==> config.mk <==
export PLATFORM = sky130hd
export DESIGN_NAME = ordered_dither_rgb332_packer_unit
export DESIGN_NICKNAME = d
export VERILOG_FILES = /design/src/rtl/od332_pkg.sv /design/src/rtl/od332_quant.sv /design/src/rtl/ordered_dither_rgb332_packer_unit.sv
export VERILOG_INCLUDE_DIRS = /design/src /design/src/rtl
export SDC_FILE = /design/constraint.sdc
export NUM_CORES = 1
export LEC_CHECK = 0
export BUFFER_PORTS_ARGS = -buffer_cell sky130_fd_sc_hd__buf_4
export CORE_ASPECT_RATIO = 0.5
export CORE_MARGIN = 2
export CORE_UTILIZATION = 60
export DETAILED_ROUTE_END_ITERATION = 7
export PLACE_DENSITY_LB_ADDON = 0.15
export SKIP_LAST_GASP = 1
export SLEW_MARGIN = 40
export SYNTH_ARGS = -nofsm -noshare
export SYNTH_HDL_FRONTEND = slang
export SYNTH_SLANG_ARGS = --single-unit
==> constraint.sdc <==
create_clock -name clk -period 4.1 [get_ports clk]
set_clock_uncertainty 0.1 [all_clocks]
set_input_delay 0.82 -clock clk [delete_from_list [all_inputs] [get_ports clk]]
set_output_delay 0.82 -clock clk [all_outputs]
set_load 0.05 [all_outputs]
==> src/rtl/assert_macros.svh <==
// ---------------------------------------------------------------------------
// assert_macros.svh
// Assertion shorthands included by the top RTL file of the dither packer.
// ---------------------------------------------------------------------------
`ifndef ASSERT_MACROS_SVH
`define ASSERT_MACROS_SVH

// Check a property on every rising clk edge outside of reset.
`define ASSERT_CLK(label, prop, msg) \
  label: assert property (@(posedge clk) disable iff (rst) (prop)) else $error(msg);

// Check that a condition implies a consequence in the following cycle.
`define ASSERT_NEXT(label, cond, cons, msg) \
  label: assert property (@(posedge clk) disable iff (rst) (cond) |=> (cons)) else $error(msg);

`endif

==> src/rtl/od332_pkg.sv <==
// ---------------------------------------------------------------------------
// od332_pkg
// Types, constants and the Bayer threshold table of the RGB 3-3-2 packer.
// ---------------------------------------------------------------------------
`default_nettype none

package od332_pkg;

  // Field and register widths
  localparam int SAMPLE_W = 8;
  localparam int PIXEL_W  = 8;
  localparam int DIM_W    = 13;
  localparam int COUNT_W  = 12;
  localparam int INDEX_W  = 1;

  // Register indexes of the configuration port
  localparam logic [INDEX_W-1:0] REG_IMAGE_WIDTH  = 1'd0;
  localparam logic [INDEX_W-1:0] REG_IMAGE_HEIGHT = 1'd1;

  // Dimension limits and reset values
  localparam logic [DIM_W-1:0] MAX_DIMENSION = 13'd4096;
  localparam logic [DIM_W-1:0] MIN_DIMENSION = 13'd1;
  localparam logic [DIM_W-1:0] DIM_RESET     = 13'd1024;

  // Top quantization level of each channel
  localparam logic [2:0] LEVEL_MAX_RG = 3'd7;
  localparam logic [1:0] LEVEL_MAX_B  = 2'd3;

  typedef logic [SAMPLE_W-1:0] sample_t;
  typedef logic [3:0]          thresh_t;

  typedef struct packed {
    sample_t blue;
    sample_t green;
    sample_t red;
  } rgb_t;

  // 4x4 Bayer thresholds, indexed by {row[1:0], column[1:0]}
  localparam thresh_t BAYER_TABLE [0:15] = '{
    4'd0,  4'd8,  4'd2,  4'd10,
    4'd12, 4'd4,  4'd14, 4'd6,
    4'd3,  4'd11, 4'd1,  4'd9,
    4'd15, 4'd7,  4'd13, 4'd5
  };

  // Clamp a raw dimension register into 1..MAX_DIMENSION
  function automatic logic [DIM_W-1:0] effective_dim(input logic [DIM_W-1:0] v);
    logic [DIM_W-1:0] res;
    res = v;
    if (v == '0) begin
      res = MIN_DIMENSION;
    end else if (v > MAX_DIMENSION) begin
      res = MAX_DIMENSION;
    end
    return res;
  endfunction

endpackage

`default_nettype wire

==> src/rtl/od332_quant.sv <==
// ---------------------------------------------------------------------------
// od332_quant
// Scales, dithers and packs one RGB pixel into an 8-bit 3-3-2 word.
// ---------------------------------------------------------------------------
`default_nettype none

module od332_quant (
  input  od332_pkg::rgb_t    pixel,
  input  od332_pkg::thresh_t thresh,
  output logic [7:0]         packed_pixel
);
  import od332_pkg::*;

  logic [10:0] red_prod;
  logic [10:0] green_prod;
  logic [9:0]  blue_prod;
  logic [7:0]  red_t;
  logic [7:0]  green_t;
  logic [7:0]  blue_t;
  logic [2:0]  red_lvl;
  logic [2:0]  green_lvl;
  logic [1:0]  blue_lvl;
  logic        red_up;
  logic        green_up;
  logic        blue_up;

  // Scale red and green by 7/8, blue by 3/4
  assign red_prod   = ({3'b000, pixel.red} << 3) - {3'b000, pixel.red};
  assign green_prod = ({3'b000, pixel.green} << 3) - {3'b000, pixel.green};
  assign blue_prod  = ({2'b00, pixel.blue} << 1) + {2'b00, pixel.blue};
  assign red_t      = red_prod[10:3];
  assign green_t    = green_prod[10:3];
  assign blue_t     = blue_prod[9:2];

  // Step the level up when the bits below the cut beat the threshold
  assign red_up   = (red_t[7:5] != LEVEL_MAX_RG) && (red_t[4:1] > thresh);
  assign green_up = (green_t[7:5] != LEVEL_MAX_RG) && (green_t[4:1] > thresh);
  assign blue_up  = (blue_t[7:6] != LEVEL_MAX_B) && (blue_t[5:2] > thresh);

  assign red_lvl   = red_t[7:5] + {2'b00, red_up};
  assign green_lvl = green_t[7:5] + {2'b00, green_up};
  assign blue_lvl  = blue_t[7:6] + {1'b0, blue_up};

  // Red in the top bits, blue in the bottom two
  assign packed_pixel = {red_lvl, green_lvl, blue_lvl};

endmodule

`default_nettype wire

==> src/rtl/ordered_dither_rgb332_packer_unit.sv <==
// ---------------------------------------------------------------------------
// ordered_dither_rgb332_packer_unit
// Ordered 4x4 Bayer dither of an RGB888 stream down to RGB 3-3-2 pixels.
// ---------------------------------------------------------------------------
// Usage:
//   Pixels enter in raster order on the s_axis channel, one word per pixel
//   with red, green and blue samples in tdata. Each word leaves as one packed
//   3-3-2 pixel on the m_axis channel, in the same order.
//   The dither threshold comes from internal column and row counters that
//   wrap at image_width and image_height (cfg port, index 0 and 1). A value
//   of zero acts as one, a value above 4096 acts as 4096. Write the
//   configuration only while the stream is idle.
//   An accepted word passes the input register, then the result register,
//   before it shows on m_axis. Throughput: one pixel per cycle while
//   m_axis does not stall, set by the single pass through the quantizer
//   between the two registers.
//   Reset clears both stages, zeroes the counters and loads 1024 x 1024.
//   When m_axis stalls, the result register holds and the input register
//   still takes one more word if it is empty; after that s_axis_tready
//   drops until the receiver takes the result.
// ---------------------------------------------------------------------------
`default_nettype none

module ordered_dither_rgb332_packer_unit (
  input  logic                                clk,
  input  logic                                rst,
  // configuration write port
  input  logic                                cfg_wr_en,
  input  logic [od332_pkg::INDEX_W-1:0]       cfg_index,
  input  logic [od332_pkg::DIM_W-1:0]         cfg_data,
  // pixel input
  input  logic                                s_axis_tvalid,
  output logic                                s_axis_tready,
  input  logic [23:0]                         s_axis_tdata,  // red_sample, green_sample, blue_sample
  // packed pixel output
  output logic                                m_axis_tvalid,
  input  logic                                m_axis_tready,
  output logic [7:0]                          m_axis_tdata   // packed_pixel
);
  import od332_pkg::*;

  logic [DIM_W-1:0]   image_width;
  logic [DIM_W-1:0]   image_height;
  logic [DIM_W-1:0]   eff_width;
  logic [DIM_W-1:0]   eff_height;
  logic [COUNT_W-1:0] column_count;
  logic [COUNT_W-1:0] row_count;
  logic [DIM_W-1:0]   column_plus;
  logic [DIM_W-1:0]   row_plus;
  logic               column_wrap;
  logic               row_wrap;

  logic               in_valid;
  rgb_t               in_pixel;
  thresh_t            in_thresh;
  logic               out_ready;
  logic               in_ready;
  logic               s_fire;
  logic [7:0]         quant_pixel;

  // Handshake of the two register stages
  assign out_ready     = !m_axis_tvalid || m_axis_tready;
  assign in_ready      = !in_valid || out_ready;
  assign s_axis_tready = in_ready;
  assign s_fire        = s_axis_tvalid && in_ready;

  // Configuration registers
  always_ff @(posedge clk) begin
    if (rst) begin
      image_width  <= DIM_RESET;
      image_height <= DIM_RESET;
    end else if (cfg_wr_en) begin
      unique case (cfg_index)
        REG_IMAGE_WIDTH:  image_width  <= cfg_data;
        REG_IMAGE_HEIGHT: image_height <= cfg_data;
        default: ;
      endcase
    end
  end

  assign eff_width   = effective_dim(image_width);
  assign eff_height  = effective_dim(image_height);
  assign column_plus = {1'b0, column_count} + 13'd1;
  assign row_plus    = {1'b0, row_count} + 13'd1;
  assign column_wrap = column_plus >= eff_width;
  assign row_wrap    = row_plus >= eff_height;

  // Advance the raster position on every accepted word
  always_ff @(posedge clk) begin
    if (rst) begin
      column_count <= '0;
      row_count    <= '0;
    end else if (s_fire) begin
      if (column_wrap) begin
        column_count <= '0;
        row_count    <= row_wrap ? '0 : row_plus[COUNT_W-1:0];
      end else begin
        column_count <= column_plus[COUNT_W-1:0];
      end
    end
  end

  // Input register: samples and the threshold of their position
  always_ff @(posedge clk) begin
    if (rst) begin
      in_valid <= 1'b0;
    end else if (in_ready) begin
      in_valid <= s_axis_tvalid;
    end
  end

  always_ff @(posedge clk) begin
    if (s_fire) begin
      in_pixel.red   <= s_axis_tdata[7:0];
      in_pixel.green <= s_axis_tdata[15:8];
      in_pixel.blue  <= s_axis_tdata[23:16];
      in_thresh      <= BAYER_TABLE[{row_count[1:0], column_count[1:0]}];
    end
  end

  od332_quant u_quant (
    .pixel        (in_pixel),
    .thresh       (in_thresh),
    .packed_pixel (quant_pixel)
  );

  // Result register
  always_ff @(posedge clk) begin
    if (rst) begin
      m_axis_tvalid <= 1'b0;
    end else if (out_ready) begin
      m_axis_tvalid <= in_valid;
    end
  end

  always_ff @(posedge clk) begin
    if (in_valid && out_ready) begin
      m_axis_tdata <= quant_pixel;
    end
  end

`include "assert_macros.svh"

  `ASSERT_NEXT(a_column_step, s_fire, (column_count == '0) || (column_count == $past(column_plus[COUNT_W-1:0])), "column counter skipped a position")
  `ASSERT_NEXT(a_row_hold, s_fire && !column_wrap, row_count == $past(row_count), "row counter moved without a column wrap")
  `ASSERT_NEXT(a_input_hold, in_valid && !out_ready, in_valid && $stable(in_pixel) && $stable(in_thresh), "input register lost a word under stall")
  `ASSERT_CLK(a_count_range, (column_count < MAX_DIMENSION[COUNT_W:0]) || (column_count == '0), "column counter out of range")

endmodule

`default_nettype wire

==> impl_metrics.ini <==
[outcome]
status = complete, no violations

[global_route]
grt_pass1_wl_um = 18000
grt.overflow.total = 0
grt_antenna_before_repair = 0
grt_usage_pct = 23.3
grt_pass1_vias = 3990
grt_max_degree = 56

[clock_network]
clk_latency_ns = 0.34
path_clk_slew_ns = 0.06
cts_tree = built
htreeDepth = 3
cts_resized = 0
clock_sinks = 88
cts_buffers = 9
cts_buffer_depth = 2
holdBufCountCts = 0
clock-root-buffer = clkbuf_16
post-cts-setup-buffers = 0

[worst_setup_path]
crit_chain = ha_1 -> and3_1 -> nand2_1 -> nor2_1 -> nand2_1 -> xnor2_1 -> ha_1 -> nand4_1 -> o211ai_2 -> a22o_1 -> buf_4 -> a2bb2oi_1 -> o22ai_1
crit_family = compound AO/OA/AOI/OAI gates
crit_start = column_count[0]
required_ns = 4.23
cp_max_fo = 11
r2r_start = column_count[0]
critPathSlowestCell = dfxtp_1
cpPeakStageDelay_ns = 0.46
crit_type = reg -> reg
worstSetupEndpointType = flip-flop
arrival_ns = 3.63
worstSetupStartpointType = flip-flop
crit_buf_inv = 1

[power_and_ir_drop]
power_density_nw_per_um2 = 380
p_leak_nw = 2.60
ir_drop_v = 0.000235
p_total_mw = 2.33

[synthesis]
ys_types = 57
yosysMostFrequentCell = nand2_1
async_flop_share_pct = 0
synthXorXnorAreaFrac_pct = 6.76
yosysSeqAreaShare_pct = 39.9
yosys-top-cells-count = 96 x nand2_1, 63 x ha_1, 52 x dfxtp_1
synth_top_family_by_area = simple AND/OR/NAND/NOR gates
synthMuxAreaShare_pct = 0.377
synth_top_area_cell = edfxtp_1
synth_warnings = 0
synth_cells = 571
syn_area_sq_um = 5310
synth_top_area_share_pct = 20.3
synth_fp_nets = 677
synthTopCellsByArea = edfxtp_1 20%, dfxtp_1 20%, ha_1 15%
synth_area_per_cell_sq_um = 9.31
yosys.area_share.simple_pct = 20.8
synthFlopType = dfxtp_1
ys_ff_latch = 88
synthAdderAreaFrac_pct = 14.8
synth-edff-count = 36
synth_compound_area_share_pct = 14.0

[sta]
worst_pin_slew_ns = 0.743
tns_ns = 0
fmaxAchievable_ghz = 0.286
hold_violations = 0
finalCritPeriodShare_pct = 85.3
drv_slew = 0
setup_viol_count_final = 0
period_needed_ns = 3.50
slew_headroom_pct = 50.4
rsz0062_at_grt = false

[floorplan]
fp-row-count = 24
die_w_um = 137
die_h_um = 70.5
core_area_sq_um = 8650
fp.dieArea_sq_um = 9670
pin_count = 53
start_util_pct = 61.4

[final_layout]
final_nets = 726
n_fill_cell = 633
design_area_sq_um = 6140
drive_gt1_share_pct = 14.7
utilization_pct = 71.0
diodes = 0
synthToLayoutAreaGrowth_pct = 15.6

[drt]
ant_nets = 0
vias = 4189
drt-initial-drc-count = 242
drtPass1Iterations = 5
wire_per_inst_um = 14.3
via_per_inst = 5.65
drt-total-wl_um = 10600
drc = 0

[place]
post-dp-hpwl_um = 7770
io_buffers = 52
gp_congestion = 0.855
placed_cell_area_sq_um = 5810

[worst_hold_path]
hp-start = image_width[0]
worst_hold_path_type = reg -> reg

[flow_run]
drv_cap = 0
## stage by stage
| stage | hold WS [ns] | setup slack (ns) | std cells |
|---|---|---|---|
| 2_1_floorplan | 0.336 | 0.874 | 571 |
| 3_3_place_gp | 0.355 | 0.706 | 726 |
| 3_5_place_dp | 0.366 | 0.656 | 726 |
| 4_1_cts | 0.375 | 0.624 | 742 |
| 5_1_grt | 0.395 | 0.314 | 742 |
| 6_report | 0.373 | 0.604 | 742 |
## cell usage in the layout, fill, tap and decap left out, drive strengths merged, types with 8 or more instances in the layout
master / n
inv: 29
edfxtp: 36
dfxtp: 52
nand2b: 20
nand2: 96
a21oi: 45
nor3: 8
xnor2: 26
clkbuf: 11
buf: 56
ha: 63
nor2: 26
o21ai: 18
nand3: 21
xor2: 15
## logic make-up (layout without fill, tap and decap cells)
| family | count (synthesis) | count (layout) |
|---|---|---|
| muxes | 2 | 2 |
| adders and majority gates | 63 | 63 |
| DFF | 88 | 88 |
| and+or+nand+nor | 218 | 218 |
| xor gates and xnor gates | 41 | 41 |
| buffers and inverters | 45 | 99 |
| AOI/OAI and AO/OA | 114 | 114 |
## sequential cells by signal (all words and copies together) (netlist names)
signal         flops
row_count         12
image_height      13
column_count      12
m_axis_tvalid      1
in_pixel          24
m_axis_tdata       8
in_thresh          4
in_valid           1
image_width       13
## per-layer routing
metal  part of all wire [%]  GRT usage [%]  wire (um)
met1                     48           31.5       5070
met2                     46           37.8       4830
met3                    5.7           5.66        605
met5                      0              0          0
met4                   0.93           6.30         99
## power by group
part	leakage, nW	internal, mW	switching (mW)
sequential	0.774	0.968	0.0320
clock	0.163	0.547	0.344
combinational	1.66	0.198	0.243
## worst reg2reg max path: cells and delay by family (launching register included)
family / cells / cell delay, ns
and+or+nand+nor: 5 / 0.78
xor gates and xnor gates: 1 / 0.15
DFF: 1 / 0.46
buffers and inverters: 1 / 0.24
adders and majority gates: 2 / 0.60
AOI/OAI and AO/OA: 4 / 1.05
## worst paths after layout
check	cells past startpoint	to	slack, ns
min reg2reg	2	image_width[0]	0.37
max reg2reg	13	row_count[3]	0.60
min	2	image_width[0]	0.37
max	13	row_count[3]	0.60
## final cells by class
type,instances,area [sq um],area share [%]
clock inverter,5,57.6,0.937
tap,117,146,2.38
timing repair buffer,56,420,6.85
sequential,88,2120,34.6
inverter,27,101,1.65
clock buffer,11,275,4.48
multi-input combinational,438,3020,49.1
Power figures use the tool's default switching activity.
